<file path="src/hdl/arcp_pkg.sv">
// Shared constants and types of the rounded-corner pixel generator.
// No dependencies; every other file imports it.
`default_nettype none

package arcp_pkg;

    localparam int MAX_RADIUS   = 64;
    localparam int CHANNEL_BITS = 8;
    localparam int NUM_CHANNELS = 3;
    localparam int COORD_W      = 6;
    localparam int RAD_W        = 7;
    localparam int COLOR_W      = 24;
    localparam int NUM_SAMPLES  = 4;
    localparam int SUB_W        = COORD_W + 2;              // quarter-pixel coordinate
    localparam int D2_W         = 2 * SUB_W + 1;            // squared distance
    localparam int CNT_W        = 3;                        // 0..4 samples
    localparam int CFG_IDX_W    = 3;
    localparam int ROUND_BIAS   = 2;                        // half of NUM_SAMPLES
    localparam int AVG_SHIFT    = 2;                        // log2 of NUM_SAMPLES
    localparam int BLEND_W      = CHANNEL_BITS + CNT_W;

    // Sub-sample offsets in quarter pixels
    localparam logic [1:0] SUB_X [NUM_SAMPLES] = '{2'd1, 2'd3, 2'd1, 2'd3};
    localparam logic [1:0] SUB_Y [NUM_SAMPLES] = '{2'd1, 2'd1, 2'd3, 2'd3};

    typedef enum logic [CFG_IDX_W-1:0] {
        REG_RADIUS   = 3'd0,
        REG_FILL     = 3'd1,
        REG_BORDER   = 3'd2,
        REG_OUTSIDE  = 3'd3,
        REG_MIRROR_X = 3'd4,
        REG_MIRROR_Y = 3'd5
    } t_reg_idx;

    typedef struct packed {
        logic [RAD_W-1:0]   radius;
        logic [COLOR_W-1:0] fill_rgb;
        logic [COLOR_W-1:0] ring_rgb;
        logic [COLOR_W-1:0] bg_rgb;
        logic               mirror_x;
        logic               mirror_y;
    } t_cfg;

    typedef struct packed {
        logic [COORD_W-1:0]                  col;
        logic [COORD_W-1:0]                  row;
        logic                                in_blk;
        logic [NUM_SAMPLES-1:0][D2_W-1:0]    d2;
        logic [D2_W-1:0]                     outer;
        logic [D2_W-1:0]                     inner;
    } t_dist;

    typedef struct packed {
        logic [COORD_W-1:0] col;
        logic [COORD_W-1:0] row;
        logic               in_blk;
        logic [CNT_W-1:0]   nf;
        logic [CNT_W-1:0]   nb;
        logic [CNT_W-1:0]   no;
    } t_count;

endpackage

`default_nettype wire

</file>
<file path="src/hdl/aa_rounded_corner_pixel.sv">
// Anti-aliased rounded-corner pixel generator, top level.
// Depends on arcp_pkg, arcp_cfg, arcp_dist, arcp_class, arcp_blend.
//
// Usage:
//  - s_axis carries one pixel coordinate per transfer (col, row inside the
//    r-by-r corner block). m_axis returns one transfer per input: the RGB888
//    colour, the echoed coordinate, and in tuser the inside flag (1 when both
//    coordinates are below the clamped radius).
//  - Colour from 2x2 supersampling; samples are classed fill / border /
//    outside against 16*r*r and 16*(r-1)^2.
//  - Config channel: index 0 radius, 1 fill, 2 border, 3 outside colour,
//    4 mirror_x, 5 mirror_y. Always ready; other indexes are dropped.
//    Write only while no pixel is in flight.
//  - Pipeline registers, in order from input transfer to output valid: offset,
//    square, classify, blend/output. Throughput: one pixel per clock while m_axis_tready is high.
//  - Stall: when m_axis_tready is low, full stages hold; empty stages
//    ahead of them still fill, so input is taken until the pipe is full.
//  - Reset (synchronous, active low): pipe emptied, radius = 8, colours and
//    mirror bits cleared.
`default_nettype none

module aa_rounded_corner_pixel (
    input  wire logic                              i_clk,
    input  wire logic                              i_rst_n,
    // pixel input
    input  wire logic                              s_axis_tvalid,
    output logic                                   s_axis_tready,
    input  wire logic [15:0]                       s_axis_tdata,   // [5:0] col, [11:6] row
    // pixel output
    output logic                                   m_axis_tvalid,
    input  wire logic                              m_axis_tready,
    output logic [39:0]                            m_axis_tdata,   // [23:0] pixel_color,
                                                                   // [29:24] col_out,
                                                                   // [35:30] row_out
    output logic                                   m_axis_tuser,   // [0] inside_block
    // configuration writes
    input  wire logic                              i_cfg_valid,
    output logic                                   o_cfg_ready,
    input  wire logic [arcp_pkg::CFG_IDX_W-1:0]    i_cfg_index,
    input  wire logic [arcp_pkg::COLOR_W-1:0]      i_cfg_data
);
    import arcp_pkg::*;

    t_cfg               cfg;
    logic               dist_valid;
    logic               dist_ready;
    t_dist              dist_data;
    logic               cnt_valid;
    logic               cnt_ready;
    t_count             cnt_data;
    logic [COLOR_W-1:0] out_color;
    logic [COORD_W-1:0] out_col;
    logic [COORD_W-1:0] out_row;

    arcp_cfg u_cfg (
        .i_clk       (i_clk),
        .i_rst_n     (i_rst_n),
        .i_cfg_valid (i_cfg_valid),
        .o_cfg_ready (o_cfg_ready),
        .i_cfg_index (i_cfg_index),
        .i_cfg_data  (i_cfg_data),
        .o_cfg       (cfg)
    );

    arcp_dist u_dist (
        .i_clk   (i_clk),
        .i_rst_n (i_rst_n),
        .i_cfg   (cfg),
        .i_valid (s_axis_tvalid),
        .o_ready (s_axis_tready),
        .i_col   (s_axis_tdata[COORD_W-1:0]),
        .i_row   (s_axis_tdata[2*COORD_W-1:COORD_W]),
        .o_valid (dist_valid),
        .i_ready (dist_ready),
        .o_data  (dist_data)
    );

    arcp_class u_class (
        .i_clk   (i_clk),
        .i_rst_n (i_rst_n),
        .i_valid (dist_valid),
        .o_ready (dist_ready),
        .i_data  (dist_data),
        .o_valid (cnt_valid),
        .i_ready (cnt_ready),
        .o_data  (cnt_data)
    );

    arcp_blend u_blend (
        .i_clk    (i_clk),
        .i_rst_n  (i_rst_n),
        .i_cfg    (cfg),
        .i_valid  (cnt_valid),
        .o_ready  (cnt_ready),
        .i_data   (cnt_data),
        .o_valid  (m_axis_tvalid),
        .i_ready  (m_axis_tready),
        .o_color  (out_color),
        .o_col    (out_col),
        .o_row    (out_row),
        .o_inside (m_axis_tuser)
    );

    // pad to whole bytes
    assign m_axis_tdata = {4'b0000, out_row, out_col, out_color};

endmodule

`default_nettype wire

</file>
<file path="src/hdl/arcp_cfg.sv">
// Configuration register file of the rounded-corner pixel generator.
// Depends on arcp_pkg.
`default_nettype none

module arcp_cfg (
    input  wire logic                             i_clk,
    input  wire logic                             i_rst_n,
    input  wire logic                             i_cfg_valid,
    output logic                                  o_cfg_ready,
    input  wire logic [arcp_pkg::CFG_IDX_W-1:0]   i_cfg_index,
    input  wire logic [arcp_pkg::COLOR_W-1:0]     i_cfg_data,
    output arcp_pkg::t_cfg                        o_cfg
);
    import arcp_pkg::*;

    t_cfg r_cfg;

    assign o_cfg_ready = 1'b1;
    assign o_cfg       = r_cfg;

    always_ff @(posedge i_clk) begin
        if (!i_rst_n) begin
            r_cfg.radius   <= RAD_W'(8);
            r_cfg.fill_rgb <= '0;
            r_cfg.ring_rgb <= '0;
            r_cfg.bg_rgb   <= '0;
            r_cfg.mirror_x <= 1'b0;
            r_cfg.mirror_y <= 1'b0;
        end else if (i_cfg_valid) begin
            unique case (t_reg_idx'(i_cfg_index))
                REG_RADIUS:   r_cfg.radius   <= i_cfg_data[RAD_W-1:0];
                REG_FILL:     r_cfg.fill_rgb <= i_cfg_data;
                REG_BORDER:   r_cfg.ring_rgb <= i_cfg_data;
                REG_OUTSIDE:  r_cfg.bg_rgb   <= i_cfg_data;
                REG_MIRROR_X: r_cfg.mirror_x <= i_cfg_data[0];
                REG_MIRROR_Y: r_cfg.mirror_y <= i_cfg_data[0];
                default: ;    // unmapped index, write dropped
            endcase
        end
    end

endmodule

`default_nettype wire

</file>
<file path="src/hdl/arcp_dist.sv">
// Two pipeline stages: sample offsets from the centre, then squared distances
// and radius thresholds. Depends on arcp_pkg.
`default_nettype none

module arcp_dist (
    input  wire logic                          i_clk,
    input  wire logic                          i_rst_n,
    input  wire arcp_pkg::t_cfg                i_cfg,
    input  wire logic                          i_valid,
    output logic                               o_ready,
    input  wire logic [arcp_pkg::COORD_W-1:0]  i_col,
    input  wire logic [arcp_pkg::COORD_W-1:0]  i_row,
    output logic                               o_valid,
    input  wire logic                          i_ready,
    output arcp_pkg::t_dist                    o_data
);
    import arcp_pkg::*;

    // stage A: offsets
    logic                              r_a_v;
    logic [COORD_W-1:0]                r_a_col;
    logic [COORD_W-1:0]                r_a_row;
    logic                              r_a_inside;
    logic [RAD_W-1:0]                  r_a_rad;
    logic [NUM_SAMPLES-1:0][SUB_W-1:0] r_a_dx;
    logic [NUM_SAMPLES-1:0][SUB_W-1:0] r_a_dy;
    // stage B: squares
    logic                              r_b_v;
    t_dist                             r_b;

    logic                              a_ready;
    logic                              b_ready;
    logic [RAD_W-1:0]                  rad_sat;
    logic                              in_blk;
    logic [NUM_SAMPLES-1:0][SUB_W-1:0] n_dx;
    logic [NUM_SAMPLES-1:0][SUB_W-1:0] n_dy;
    logic [SUB_W:0]                    four_r;
    logic [SUB_W-1:0]                  sx;
    logic [SUB_W-1:0]                  sy;
    t_dist                             n_b;
    logic [2*SUB_W-1:0]                sq_x;
    logic [2*SUB_W-1:0]                sq_y;
    logic [RAD_W-1:0]                  rad_m1;
    logic [2*RAD_W-1:0]                r2;
    logic [2*RAD_W-1:0]                rm2;

    function automatic logic rad_in_range(input logic [RAD_W-1:0] rad);
        return rad <= RAD_W'(MAX_RADIUS);
    endfunction

    assign b_ready = !r_b_v || i_ready;
    assign a_ready = !r_a_v || b_ready;
    assign o_ready = a_ready;
    assign o_valid = r_b_v;
    assign o_data  = r_b;

    always_comb begin
        rad_sat = (rad_in_range(i_cfg.radius)) ? i_cfg.radius : RAD_W'(MAX_RADIUS);
        in_blk  = (rad_sat != '0) && ({1'b0, i_col} < rad_sat) && ({1'b0, i_row} < rad_sat);
        four_r  = {rad_sat, 2'b00};
        for (int s = 0; s < NUM_SAMPLES; s++) begin
            sx = {i_col, SUB_X[s]};
            sy = {i_row, SUB_Y[s]};
            // distance is measured from the corner's circle centre
            n_dx[s] = i_cfg.mirror_x ? sx : SUB_W'(four_r - {1'b0, sx});
            n_dy[s] = i_cfg.mirror_y ? sy : SUB_W'(four_r - {1'b0, sy});
        end
    end

    always_ff @(posedge i_clk) begin
        if (!i_rst_n) begin
            r_a_v <= 1'b0;
        end else if (a_ready) begin
            r_a_v <= i_valid;
        end
    end

    always_ff @(posedge i_clk) begin
        if (a_ready && i_valid) begin
            r_a_col    <= i_col;
            r_a_row    <= i_row;
            r_a_inside <= in_blk;
            r_a_rad    <= rad_sat;
            r_a_dx     <= n_dx;
            r_a_dy     <= n_dy;
        end
    end

    always_comb begin
        n_b.col    = r_a_col;
        n_b.row    = r_a_row;
        n_b.in_blk = r_a_inside;
        for (int s = 0; s < NUM_SAMPLES; s++) begin
            sq_x     = r_a_dx[s] * r_a_dx[s];
            sq_y     = r_a_dy[s] * r_a_dy[s];
            n_b.d2[s] = {1'b0, sq_x} + {1'b0, sq_y};
        end
        rad_m1    = r_a_rad - RAD_W'(1);
        r2        = r_a_rad * r_a_rad;
        rm2       = rad_m1 * rad_m1;
        n_b.outer = D2_W'({r2, 4'b0000});
        n_b.inner = D2_W'({rm2, 4'b0000});
    end

    always_ff @(posedge i_clk) begin
        if (!i_rst_n) begin
            r_b_v <= 1'b0;
        end else if (b_ready) begin
            r_b_v <= r_a_v;
        end
    end

    always_ff @(posedge i_clk) begin
        if (b_ready && r_a_v) begin
            r_b <= n_b;
        end
    end

endmodule

`default_nettype wire

</file>
<file path="src/hdl/arcp_class.sv">
// Pipeline stage that classes each sample as fill, border or outside and
// counts the classes. Depends on arcp_pkg.
`default_nettype none

module arcp_class (
    input  wire logic               i_clk,
    input  wire logic               i_rst_n,
    input  wire logic               i_valid,
    output logic                    o_ready,
    input  wire arcp_pkg::t_dist    i_data,
    output logic                    o_valid,
    input  wire logic               i_ready,
    output arcp_pkg::t_count        o_data
);
    import arcp_pkg::*;

    logic   r_v;
    t_count r_cnt;
    t_count n_cnt;
    logic   ready;

    assign ready   = !r_v || i_ready;
    assign o_ready = ready;
    assign o_valid = r_v;
    assign o_data  = r_cnt;

    always_comb begin
        n_cnt.col    = i_data.col;
        n_cnt.row    = i_data.row;
        n_cnt.in_blk = i_data.in_blk;
        n_cnt.nf     = '0;
        n_cnt.nb     = '0;
        n_cnt.no     = '0;
        for (int s = 0; s < NUM_SAMPLES; s++) begin
            if (i_data.d2[s] > i_data.outer) begin
                n_cnt.no = n_cnt.no + CNT_W'(1);
            end else if (i_data.d2[s] > i_data.inner) begin
                n_cnt.nb = n_cnt.nb + CNT_W'(1);
            end else begin
                n_cnt.nf = n_cnt.nf + CNT_W'(1);
            end
        end
    end

    always_ff @(posedge i_clk) begin
        if (!i_rst_n) begin
            r_v <= 1'b0;
        end else if (ready) begin
            r_v <= i_valid;
        end
    end

    always_ff @(posedge i_clk) begin
        if (ready && i_valid) begin
            r_cnt <= n_cnt;
        end
    end

endmodule

`default_nettype wire

</file>
<file path="src/hdl/arcp_blend.sv">
// Final pipeline stage and output register: colour select or per-channel
// rounded blend. Depends on arcp_pkg.
`default_nettype none

module arcp_blend (
    input  wire logic                          i_clk,
    input  wire logic                          i_rst_n,
    input  wire arcp_pkg::t_cfg                i_cfg,
    input  wire logic                          i_valid,
    output logic                               o_ready,
    input  wire arcp_pkg::t_count              i_data,
    output logic                               o_valid,
    input  wire logic                          i_ready,
    output logic [arcp_pkg::COLOR_W-1:0]       o_color,
    output logic [arcp_pkg::COORD_W-1:0]       o_col,
    output logic [arcp_pkg::COORD_W-1:0]       o_row,
    output logic                               o_inside
);
    import arcp_pkg::*;

    logic                    r_v;
    logic [COLOR_W-1:0]      r_color;
    logic [COORD_W-1:0]      r_col;
    logic [COORD_W-1:0]      r_row;
    logic                    r_inside;

    logic                    ready;
    logic [COLOR_W-1:0]      n_color;
    logic [COLOR_W-1:0]      mix;
    logic [BLEND_W-1:0]      acc;

    assign ready    = !r_v || i_ready;
    assign o_ready  = ready;
    assign o_valid  = r_v;
    assign o_color  = r_color;
    assign o_col    = r_col;
    assign o_row    = r_row;
    assign o_inside = r_inside;

    always_comb begin
        mix = '0;
        for (int c = 0; c < NUM_CHANNELS; c++) begin
            acc = BLEND_W'(i_cfg.fill_rgb[c*CHANNEL_BITS +: CHANNEL_BITS]) * BLEND_W'(i_data.nf)
                + BLEND_W'(i_cfg.ring_rgb[c*CHANNEL_BITS +: CHANNEL_BITS]) * BLEND_W'(i_data.nb)
                + BLEND_W'(i_cfg.bg_rgb[c*CHANNEL_BITS +: CHANNEL_BITS]) * BLEND_W'(i_data.no)
                + BLEND_W'(ROUND_BIAS);
            mix[c*CHANNEL_BITS +: CHANNEL_BITS] = acc[AVG_SHIFT +: CHANNEL_BITS];
        end

        if (!i_data.in_blk) begin
            n_color = i_cfg.bg_rgb;
        end else if (i_data.nf == CNT_W'(NUM_SAMPLES)) begin
            n_color = i_cfg.fill_rgb;
        end else if (i_data.no == CNT_W'(NUM_SAMPLES)) begin
            n_color = i_cfg.bg_rgb;
        end else if (i_data.nb == CNT_W'(NUM_SAMPLES)) begin
            n_color = i_cfg.ring_rgb;
        end else begin
            n_color = mix;
        end
    end

    always_ff @(posedge i_clk) begin
        if (!i_rst_n) begin
            r_v <= 1'b0;
        end else if (ready) begin
            r_v <= i_valid;
        end
    end

    always_ff @(posedge i_clk) begin
        if (ready && i_valid) begin
            r_color  <= n_color;
            r_col    <= i_data.col;
            r_row    <= i_data.row;
            r_inside <= i_data.in_blk;
        end
    end

endmodule

`default_nettype wire
</file>
<file path="config.mk">
export PLATFORM = sky130hd
export DESIGN_NAME = aa_rounded_corner_pixel
export DESIGN_NICKNAME = d
export VERILOG_FILES = /design/src/hdl/arcp_pkg.sv /design/src/hdl/aa_rounded_corner_pixel.sv /design/src/hdl/arcp_cfg.sv /design/src/hdl/arcp_dist.sv /design/src/hdl/arcp_class.sv /design/src/hdl/arcp_blend.sv
export SDC_FILE = /design/constraint.sdc
export NUM_CORES = 1
export LEC_CHECK = 0
export BUFFER_PORTS_ARGS = -buffer_cell sky130_fd_sc_hd__buf_2
export CAP_MARGIN = 0
export CORE_ASPECT_RATIO = 1.2
export CORE_UTILIZATION = 59
export CTS_CLUSTER_SIZE = 8
export DETAILED_ROUTE_END_ITERATION = 7
export PLACE_DENSITY_LB_ADDON = 0.2
export SETUP_SLACK_MARGIN = 0.4
export SYNTH_ARGS = -nofsm -noshare
export SYNTH_HDL_FRONTEND = slang
export SYNTH_SLANG_ARGS = --single-unit
</file>
<file path="constraint.sdc">
create_clock -name i_clk -period 5.3 [get_ports i_clk]
set_input_delay 0.53 -clock i_clk [delete_from_list [all_inputs] [get_ports i_clk]]
set_output_delay 0.53 -clock i_clk [all_outputs]
set_load 0.01 [all_outputs]
</file>
# After elaboration in Yosys (flattened, before gate mapping)
# Cells that the tools add are included.
[op_classes]
order_cmp = 11
n_addsub = 27
n_eq_ne = 8
mul = 15
mux = 25
n_reduce_logical = 22
[ops]
columns = ["operator", "n"]
rows = [
  ["> comparator 17 bit", 8],
  ["two-way mux 24 bit", 4],
  ["multiplier 8 x 3 -> 10 bit", 9],
  ["adder 16 x 16 -> 17 bit", 4],
  ["multiplier 8 x 8 -> 16 bit", 4],
  ["adder 10 bit", 6],
  ["two-way mux 8 bit", 4],
  ["subtractor 8 bit", 4],
  ["adder 10 x 2 -> 10 bit (second input constant)", 3],
  ["two-way mux 3 bit", 9],
  ["multiplier 7 x 7 -> 13 bit", 2],
  ["adder 3 x 1 -> 3 bit (second input constant)", 8],
  ["two-way mux 6 bit", 4],
  ["== test 3 bit (second input constant)", 5],
  ["< comparator 6 x 7 -> 1 bit", 2],
  ["AND reduction 2 bit", 6],
  ["less-or-equal comparator 7 bit (second input constant)", 1],
  ["two-way mux 7 bit", 1],
  ["nonzero test 7 bit", 1],
  ["subtractor 7 x 1 -> 7 bit (second input constant)", 1],
  ["== test 3 x 2 -> 1 bit (second input constant)", 2],
  ["logical AND 1 bit", 6],
  ["zero test 1 bit", 4],
  ["logical OR 1 bit", 4],
  ["4 further kinds", 6],
]
[word_totals]
regBits = 303
output_inout_bits = 44

# Depth between registers and ports, before layout
# Gate-level depths: netlist (run 1).
[depth]
word_depth = 12
depth_mapped = 26

# Cells and area by module
# A second synthesis (run 1) with hierarchy kept.
[unflattened]
cells_unflattened = 3127
area_unflattened_um2 = 30247.8
[by_module_without_submodules]
columns = ["module", "cells_per_inst", "seq_area_each_um2", "area_each_um2", "n_inst"]
rows = [
  ["arcp_dist", 1477, 4033.9, 14963.1, 1],
  ["arcp_blend", 887, 1131.1, 7950.1, 1],
  ["arcp_class", 460, 680.7, 4277.9, 1],
  ["arcp_cfg", 298, 1621.6, 3022.9, 1],
  ["aa_rounded_corner_pixel", 5, 0.0, 33.8, 1],
]

# Worst setup path after synthesis (run 1)
# Ideal clock, no wire load.
[synth_path]
path_type = "flip-flop to flip-flop"
from = "register u_dist.r_a_dx[13] (netlist bit)"
to = "register u_dist.r_b, in the netlist u_dist.o_data[66], data pin"
path_slack_ns = -0.399
t_arrival_ns = 5.442
period_less_slack_ns = 5.699
stages_incl_launch_ff = 23
required_time_ns = 5.042
path_cell_list = "edfxtp_1 > clkbuf_1 > inv_1 > nor2_1 > fa_1 > fa_1 > fa_1 > inv_1 > fa_1 > inv_1 > ha_1 > or2_2 > o31a_1 > inv_1 > nor2_1 > xor2_1 > ha_1 > and3_1 > a211o_1 > a21o_1 > a21o_1 > a21oi_2 > xnor2_1"
[synth_rtl]
columns = ["item", "line_no", "source"]
rows = [
  ["from (decl)", "arcp_dist.sv:25", "logic [NUM_SAMPLES-1:0][SUB_W-1:0] r_a_dx;"],
  ["from (signal assigned)", "arcp_dist.sv:84", "r_a_dx <= n_dx;"],
  ["to (signal assigned)", "arcp_dist.sv:115", "r_b <= n_b;"],
  ["to (decl)", "arcp_dist.sv:29", "t_dist r_b;"],
]

==> impl_metrics.json, run 1 <==
{
  "postCtsHoldBufs": 0,
  "endpoint": "u_dist.o_data[100]$_DFFE_PP_",
  "synth_top_family_by_area": "adder cells",
  "synth_xor_area_share_pct": 6.54,
  "cts_max_level": 2,
  "viasPerCell": 5.76,
  "synth_fa_ha_area_share_pct": 34.9,
  "clock_path_buffers": 3,
  "ys_ff_latch": 269,
  "die_w_um": 201,
  "syn_inst": 2951,
  "synth.area.mux_share_pct": 0.672,
  "cts.reportedPaths.clkPinSlew_ns": 0.05,
  "reg2reg_to": "u_dist.o_data[100]$_DFFE_PP_",
  "cp_max_fo": 4,
  "worst_slack_ns": -0.488,
  "hp-class": "input pin to flop",
  "seq_area_frac_synth_pct": 25.7,
  "setup_violations": 21,
  "cp.required_ns": 5.62,
  "dp_hpwl_um": 56300,
  "crit_type": "flop to flop",
  "syn_avg_cell_area_um2": 9.52,
  "wl_um": 84100,
  "grt_overflow": 0,
  "cp_cell_sequence": "inv_2 > nor2_2 > fa_2 > buf_6 > fa_1 > fa_1 > inv_1 > fa_1 > inv_2 > ha_4 > or2_4 > o31a_1 > inv_2 > nor2_4 > xor2_4 > ha_4 > or3_4 > a211oi_4 > o31ai_4 > a21o_1 > a21o_1 > a21oi_2 > xnor2_1",
  "violations": "negative setup slack",
  "final_util_pct": 77.0,
  "post-place-cells": 3849,
  "antenna_found_initial": 1,
  "cts_made_buffers": 40,
  "slew_headroom_pct": 18.3,
  "slowest_stage": "fa_2",
  "yosys.area_share.simple_pct": 13.6,
  "synth_top_flop_cell": "edfxtp_1",
  "io_pins": 92,
  "instances_no_fill": 4063,
  "r2r_cells": 23,
  "grt_setup_unrepaired": "yes",
  "vias": 23414,
  "drt_first_pass_iters": 5,
  "die_y_um": 241,
  "path_depth": 23,
  "route.detailed.drc": 0,
  "cp_num_buf_inv": 5,
  "drtIter0Drc": 1572,
  "end_kind": "flop",
  "fin_crit_sh_pct": 109,
  "nets": 4091,
  "place_ws_ns": -0.457,
  "reg2reg_from": "u_dist.r_a_dx[13]$_DFFE_PP_",
  "worstSkewPairLatency_ns": 0.56,
  "grt_max_degree": 86,
  "dieArea_um2": 48500,
  "nFillCells": 2966,
  "clock_sinks": 269,
  "cap_violations": 0,
  "synth-edff-count": 184,
  "fmax_mhz": 173,
  "tns_ns": -5.98,
  "portBuffers": 82,
  "avgRoutedWirePerCell_um": 20.7,
  "cp_data_arrival_time_ns": 6.10,
  "grt_usage_pct": 31.3,
  "grt_pass1_wl_um": 120000,
  "cp-start-kind": "flop",
  "rrSetupSlack_ns": -0.49,
  "period_needed_ns": 5.79,
  "synth.distinct_cells": 68,
  "area_growth_syn_to_layout_pct": 28.9,
  "slew_viol_final": 0,
  "cts-root-buf": "clkbuf_16",
  "grt_pass1_vias": 23843,
  "place.gp.congestion": 0.901,
  "slowest_delay_ns": 0.62,
  "tightestPinTransition_ns": 1.22,
  "design.core.area_um2": 47000,
  "yosys_warnings": 0,
  "crit_start": "u_dist.r_a_dx[13]$_DFFE_PP_",
  "synthArstFlopShare_pct": 0,
  "skew_ns": 0.0264,
  "timing.final.hold_violations": 0,
  "status": "complete, but fails checks",
  "synth_compound_area_share_pct": 11.7,
  "syn_area_um2": 28100,
  "rows": 87,
  "initial_core_util_pct": 59.8,
  "drtAntennaViolNets": 0,
  "critPathTopFamily": "adder cells",
  "cts_tree": "done",
  "drive_gt1_share_pct": 27.8
}
-- what timing repair did --
item                                    in CTS  in global routing
cloned                                       1                  7
endpoints found under the setup margin      49                 50
gates resized for setup                    254                227
pin swaps                                  170                175
buffers inserted                            71                 67
-- worst reg2reg max path, cell delays in order (launching register included) --
cell and delay, ns:
edfxtp_1 0.53, inv_2 0.19, nor2_2 0.07, fa_2 0.62, buf_6 0.11, fa_1 0.44
fa_1 0.51, inv_1 0.06, fa_1 0.50, inv_2 0.05, ha_4 0.21, or2_4 0.24
o31a_1 0.16, inv_2 0.10, nor2_4 0.05, xor2_4 0.23, ha_4 0.18, or3_4 0.34
a211oi_4 0.26, o31ai_4 0.13, a21o_1 0.20, a21o_1 0.19, a21oi_2 0.13, xnor2_1 0.07
-- layer usage --
| layer | track usage (%) | routed length [um] | share of wire (%) |
|---|---|---|---|
| met4 | 16.4 | 6500 | 7.7 |
| met1 | 35.6 | 29700 | 35 |
| met5 | 0 | 14 | 0.017 |
| met3 | 3.85 | 4650 | 5.5 |
| met2 | 57.6 | 43200 | 51 |
-- flip-flops by register name (all words and copies together), names as in the netlist, 6 cells and up --
| register | cells |
|---|---|
| u_cfg.o_cfg | 81 |
| u_dist.r_a_dy | 8 |
| u_dist.r_a_row | 6 |
| u_dist.r_a_rad | 7 |
| u_blend.o_color | 24 |
| u_blend.o_col | 6 |
| u_blend.o_row | 6 |
| u_dist.r_a_dx | 8 |
| u_dist.o_data | 89 |
| u_dist.r_a_col | 6 |
| u_class.o_data | 22 |
-- synthesized netlist by cell type (4+ instances only) --
| cell | instances | area, um2 |
|---|---|---|
| a21boi_0 | 85 | 638 |
| inv_1 | 417 | 1570 |
| a21oi_1 | 146 | 731 |
| xor2_1 | 71 | 622 |
| or2_2 | 11 | 68.8 |
| nor3_1 | 18 | 90.1 |
| nor2b_1 | 29 | 181 |
| a211oi_1 | 8 | 60.1 |
| o211ai_1 | 9 | 67.6 |
| o21a_1 | 28 | 210 |
| xnor3_1 | 5 | 113 |
| a31oi_1 | 15 | 93.8 |
| nor2_1 | 185 | 694 |
| nand2_1 | 378 | 1420 |
| o2111ai_1 | 4 | 35.0 |
| mux2_2 | 15 | 169 |
| o21bai_1 | 28 | 210 |
| nand2b_1 | 21 | 131 |
| o22ai_1 | 26 | 163 |
| dfxtp_1 | 85 | 1700 |
| a2111oi_0 | 9 | 78.8 |
| or3_1 | 6 | 37.5 |
| or4_1 | 7 | 52.6 |
| o21ai_0 | 53 | 265 |
| clkbuf_1 | 76 | 285 |
| a21o_1 | 48 | 360 |
| nor4_1 | 6 | 37.5 |
| buf_4 | 7 | 52.6 |
| ha_1 | 369 | 4620 |
| fa_1 | 260 | 5200 |
| nand4_1 | 4 | 25.0 |
| and2_1 | 130 | 813 |
| nand3_1 | 18 | 90.1 |
| and3_1 | 11 | 68.8 |
| xnor2_1 | 126 | 1100 |
| o31ai_1 | 5 | 37.5 |
| edfxtp_1 | 184 | 5530 |
-- through the flow --
stage / hold slack [ns] / instance area [um2]
detailed placement: 0.405 / 31400
global placement: 0.401 / 31400
finish: 0.194 / 36200
global route: 0.178 / 36200
floorplan: 0.400 / 28300
CTS: 0.169 / 34400
-- cell families (layout without fill, tap and decap cells) --
logic type,count (synthesis),in the layout
and+or+nand+nor,836,836
adders and majority gates,629,629
other,2,6
DFF,269,269
AOI/OAI and AO/OA,495,495
muxes,17,17
buffers and inverters,501,986
xor gates and xnor gates,202,202
-- worst min path at each step --
stage	end	depth (start not counted)	from	slack [ns]
2_1_floorplan	u_blend.o_col[0]$_DFFE_PP_	0	u_class.o_data[16]$_DFFE_PP_	0.40
3_3_place_gp	u_class.o_data[13]$_DFFE_PP_	0	u_dist.o_data[106]$_DFFE_PP_	0.40
3_5_place_dp	u_blend.o_row[3]$_DFFE_PP_	0	u_class.o_data[13]$_DFFE_PP_	0.40
4_1_cts	u_dist.r_a_row[0]$_DFFE_PP_	1	s_axis_tdata[6]	0.17
5_1_grt	u_dist.r_a_row[0]$_DFFE_PP_	1	s_axis_tdata[6]	0.18
6_report	u_dist.r_a_row[0]$_DFFE_PP_	1	s_axis_tdata[6]	0.19
-- layout by cell type (no fill, tap or decap), types with 26 or more instances in the layout --
| cell type | n |
|---|---|
| buf_4 | 339 |
| a21boi_0 | 83 |
| inv_2 | 50 |
| o21bai_1 | 26 |
| ha_4 | 66 |
| edfxtp_1 | 184 |
| a21oi_2 | 42 |
| nor2_1 | 155 |
| xnor2_1 | 101 |
| nand2_1 | 361 |
| and2_1 | 106 |
| o21a_1 | 27 |
| fa_1 | 240 |
| dfxtp_1 | 85 |
| o21ai_0 | 36 |
| ha_1 | 296 |
| a21o_1 | 48 |
| buf_6 | 59 |
| a21oi_1 | 95 |
| xor2_1 | 58 |
| clkbuf_16 | 49 |
| nor2b_1 | 27 |
| buf_2 | 82 |
| inv_1 | 366 |
-- cell type report --
type	instances	area (um2)	share of cell area, %
clock inverters	2	23.8	0.0656
clock buffers	65	1150	3.17
diodes	1	2.50	0.00691
multi-input cells	2184	21400	59.1
well taps	623	779	2.15
flip-flops and latches	269	7230	20.0
inverters	417	1570	4.33
repair buffers	502	4080	11.3
Power of run 1 is not shown: default switching activity piles up to over one toggle a cycle in this logic, so the estimate is an artifact.
==> run 2, diff against run 1 <==
CORE_UTILIZATION = 65   (was 59)
SETUP_SLACK_MARGIN = unset   (was 0.4)
clock period = 7.5 ns   (was 5.3 ns; I/O delays follow)
==> impl_metrics.json, run 2 (synthesized netlist as in run 1, its figures left out) <==
{
  "dieArea_um2": 44100,
  "slowest_stage": "edfxtp_1",
  "final_common_cell": "inv_1",
  "tightestPinTransition_ns": 1.22,
  "io_pins": 92,
  "grt_pass1_vias": 21406,
  "cp.required_ns": 7.78,
  "slew_viol_final": 0,
  "clock_path_buffers": 3,
  "cap_violations": 0,
  "die_y_um": 230,
  "vias": 20765,
  "nFillCells": 3229,
  "die_w_um": 192,
  "slew_headroom_pct": 19.0,
  "grt_overflow": 0,
  "nets": 3695,
  "cp_num_buf_inv": 2,
  "antenna_found_initial": 0,
  "status": "finished, final reports clean",
  "cts_tree": "done",
  "mostFrequentLayoutCells": "417 x inv_1, 378 x nand2_1, 369 x ha_1",
  "cp-start-kind": "flop",
  "grt_max_degree": 86,
  "worstSkewPairLatency_ns": 0.53,
  "end_kind": "flop",
  "avgRoutedWirePerCell_um": 18.6,
  "final_util_pct": 70.8,
  "grt_usage_pct": 31.3,
  "timing.final.hold_violations": 0,
  "cts.repair.resized": 0,
  "slowest_delay_ns": 0.81,
  "dp_hpwl_um": 52500,
  "cts_max_level": 2,
  "largest_reg_flops": 89,
  "period_needed_ns": 6.72,
  "wl_um": 66900,
  "skew_ns": 0.0266,
  "fin_crit_sh_pct": 89.6,
  "place.gp.congestion": 0.914,
  "drtIter0Drc": 1259,
  "diodes": 0,
  "cts-root-buf": "clkbuf_16",
  "crit_type": "flop to flop",
  "crit_path_frequent_cell": "ha_1",
  "setup_violations": 0,
  "drtAntennaViolNets": 0,
  "clock_sinks": 269,
  "cts.reportedPaths.clkPinSlew_ns": 0.05,
  "portBuffers": 82,
  "grt_setup_unrepaired": "no",
  "viasPerCell": 5.78,
  "cp_max_fo": 17,
  "grt_pass1_wl_um": 108000,
  "cp_data_arrival_time_ns": 7.00,
  "cts_setup_buffers": 0,
  "critPathTopFamily": "adder cells",
  "placed_area_um2": 29100,
  "route.detailed.drc": 0,
  "stdcell_area_um2": 30200,
  "postCtsHoldBufs": 0,
  "rows": 83,
  "cts_made_buffers": 40,
  "tns_ns": 0,
  "drt_first_pass_iters": 7,
  "initial_core_util_pct": 65.8,
  "fmax_mhz": 149,
  "cp_cell_sequence": "ha_1 > ha_1 > inv_1 > fa_1 > inv_1 > ha_1 > fa_1 > fa_1 > a21o_1 > a21oi_1 > o21bai_1 > a2111oi_0 > nor2_1 > xor2_1 > ha_1 > and3_1 > a211o_1 > a21o_1 > a21o_1 > a21oi_2 > xnor2_1",
  "drive_gt1_share_pct": 6.58,
  "area_growth_syn_to_layout_pct": 7.51,
  "design.core.area_um2": 42700,
  "hp-class": "flop to flop"
}
-- run 2: changes by cell type in the layout (fill, tap and decap cells not counted), sizes merged --
cell / previous run / this run
clkbuf: 73 / 62
buf: 493 / 106
diode: 1 / 0
bufbuf: 1 / 0
-- run 2: worst paths after layout --
kind | slack, ns | start | endpoint | cells after the start
worst min-delay path | 0.40 | u_dist.o_data[107]$_DFFE_PP_ | u_class.o_data[14]$_DFFE_PP_ | 0
worst max register to register | 0.78 | u_dist.r_a_dx[10]$_DFFE_PP_ | u_dist.o_data[66]$_DFFE_PP_ | 21
worst min register to register | 0.40 | u_dist.o_data[107]$_DFFE_PP_ | u_class.o_data[14]$_DFFE_PP_ | 0
worst max-delay path | 0.78 | u_dist.r_a_dx[10]$_DFFE_PP_ | u_dist.o_data[66]$_DFFE_PP_ | 21
-- run 2: final cells by class --
cell class	instances	area (um2)	area share, %
timing repair buffer	106	591	1.95
sequential	269	7230	23.9
clock buffer	62	1120	3.72
clock inverter	2	11.3	0.0373
tap	552	691	2.29
inverter	417	1570	5.18
multi-input combinational	2184	19000	62.9
-- run 2: layer usage --
metal	vias to the layer above	GRT usage [%]	share of wire [%]
met5	-	0	0
met2	617	56.0	51
met1	10092	36.3	38
met4	0	16.1	5.5
li1	9862	-	-
met3	194	3.66	5.0
-- run 2: metrics by stage --
stage	setup slack [ns]	std cells	hold slack, ns
finish	0.779	3592	0.404
global route	0.391	3592	0.423
CTS	0.691	3592	0.413
detailed placement	0.771	3528	0.405
global placement	0.945	3528	0.402
floorplan	1.80	2954	0.400
Power of run 2 is left out for the same reason.
==> run 3, diff against run 2 <==
--- a/config.mk
+++ b/config.mk
@@ -10,5 +10,6 @@
 export CORE_ASPECT_RATIO = 1.2
-export CORE_UTILIZATION = 65
+export CORE_UTILIZATION = 50
 export CTS_CLUSTER_SIZE = 8
 export DETAILED_ROUTE_END_ITERATION = 7
+export GPL_TIMING_DRIVEN = 0
 export PLACE_DENSITY_LB_ADDON = 0.2
==> constraint.sdc (replaced) <==
create_clock -name i_clk -period 7.5 [get_ports i_clk]
set_input_delay 1.125 -clock i_clk [delete_from_list [all_inputs] [get_ports i_clk]]
set_output_delay 1.125 -clock i_clk [all_outputs]
set_load 0.01 [all_outputs]
==> impl_metrics.json, run 3 (synthesized netlist as in run 1, its figures left out) <==
{
  "status": "finished, final reports clean",
  "worst_slack_ns": 0.509,
  "avgRoutedWirePerCell_um": 18.9,
  "cts_max_level": 2,
  "tightestPinTransition_ns": 1.23,
  "grt_overflow": 0,
  "initial_core_util_pct": 50.9,
  "slew_headroom_pct": 15.9,
  "viasPerCell": 5.46,
  "crit_type": "flop to flop",
  "clock_sinks": 269,
  "period_needed_ns": 6.99,
  "drt_first_pass_iters": 5,
  "timing.final.hold_violations": 0,
  "grt_usage_pct": 26.0,
  "cts_tree": "done",
  "grt_setup_unrepaired": "no",
  "cp-start-kind": "flop",
  "setup_violations": 0,
  "nets": 3757,
  "nFillCells": 4912,
  "wl_um": 72300,
  "end_kind": "flop",
  "worstSkewPairLatency_ns": 0.57,
  "die_y_um": 262,
  "cp_max_fo": 9,
  "design.core.area_um2": 55200,
  "cp_data_arrival_time_ns": 7.30,
  "hp-class": "flop to flop",
  "place_ws_ns": 0.503,
  "clock_path_buffers": 3,
  "fmax_mhz": 143,
  "fin_crit_sh_pct": 93.2,
  "antenna_found_initial": 3,
  "dieArea_um2": 57200,
  "dp_hpwl_um": 58800,
  "area_growth_syn_to_layout_pct": 9.23,
  "drtAntennaViolNets": 0,
  "cts.reportedPaths.clkPinSlew_ns": 0.05,
  "cts.repair.resized": 0,
  "slew_viol_final": 0,
  "cap_violations": 0,
  "grt_pass1_vias": 22088,
  "cts-root-buf": "clkbuf_16",
  "skew_ns": 0.0329,
  "portBuffers": 80,
  "largest_reg_flops": 89,
  "grt_pass1_wl_um": 115000,
  "cts_made_buffers": 40,
  "drive_gt1_share_pct": 5.98,
  "vias": 20933,
  "mostFrequentLayoutCells": "417 x inv_1, 378 x nand2_1, 369 x ha_1",
  "grt_max_degree": 39,
  "io_pins": 92,
  "postCtsHoldBufs": 0,
  "cts_setup_buffers": 0,
  "cp.required_ns": 7.81,
  "final_util_pct": 55.7,
  "drtIter0Drc": 1397,
  "place.gp.congestion": 0.939,
  "route.detailed.drc": 0,
  "final_common_cell": "inv_1",
  "die_w_um": 218,
  "rows": 94
}
## run 3: cell types whose count changed in the layout (fill, tap and decap cells not counted), moves of 2 or more
cell,before,now
buf_12,0,3
buf_2,82,80
buf_4,24,7
clkbuf_1,19,102
clkinv_2,0,2
diode_2,0,4
inv_6,0,2
## run 3: metal layers
metal	routed length, um	track usage [%]	up-vias	share of wire, %
met3	3160	2.70	164	4.4
met5	11	0	-	0.015
li1	-	-	10002	-
met1	28300	29.9	10191	39
met2	37700	48.3	574	52
met4	3090	11.5	2	4.3
## run 3: path summary, 6_finish.rpt
path / from / end / slack [ns] / depth (start not counted)
max: u_dist.r_a_dy[21]$_DFFE_PP_ / u_dist.o_data[49]$_DFFE_PP_ / 0.51 / 20
min reg2reg: u_class.o_data[14]$_DFFE_PP_ / u_blend.o_row[4]$_DFFE_PP_ / 0.41 / 0
max reg2reg: u_dist.r_a_dy[21]$_DFFE_PP_ / u_dist.o_data[49]$_DFFE_PP_ / 0.51 / 20
min: u_class.o_data[14]$_DFFE_PP_ / u_blend.o_row[4]$_DFFE_PP_ / 0.41 / 0
## run 3: critical path: stages, from the launching register on
cell	delay [ns]
edfxtp_1	0.48
clkbuf_1	0.36
inv_1	0.28
nor2_1	0.24
fa_1	0.52
fa_1	0.53
fa_1	0.50
inv_1	0.05
fa_1	0.48
inv_1	0.04
ha_1	0.21
a2111oi_0	1.03
nor2_1	0.19
xor2_1	0.24
ha_1	0.35
nand2_1	0.07
o31ai_1	0.48
a21oi_1	0.20
o21bai_1	0.23
a21oi_1	0.11
xnor2_1	0.14
## run 3: through the flow
stage	setup TNS [ns]	std cells	hold WS, ns	instance area (um2)
global route	0	3831	0.418	30700
CTS	0	3830	0.415	30700
finish	0	3834	0.413	30700
detailed placement	0	3758	0.405	29500
global placement	-6.99	3754	0.401	29400
floorplan	0	2954	0.400	28100
## run 3: area by class of cell
| type | instances | area (um2) | area share (%) |
|---|---|---|---|
| sequential | 269 | 7230 | 23.5 |
| antenna | 4 | 10.0 | 0.0326 |
| clock inverter | 4 | 27.5 | 0.0897 |
| multi-input combinational | 2184 | 19000 | 61.9 |
| tap | 720 | 901 | 2.93 |
| buffer | 84 | 342 | 1.11 |
| timing repair buffer | 84 | 488 | 1.59 |
| clock buffer | 68 | 1140 | 3.70 |
| inverter | 417 | 1570 | 5.10 |
Power of run 3 is left out for the same reason.
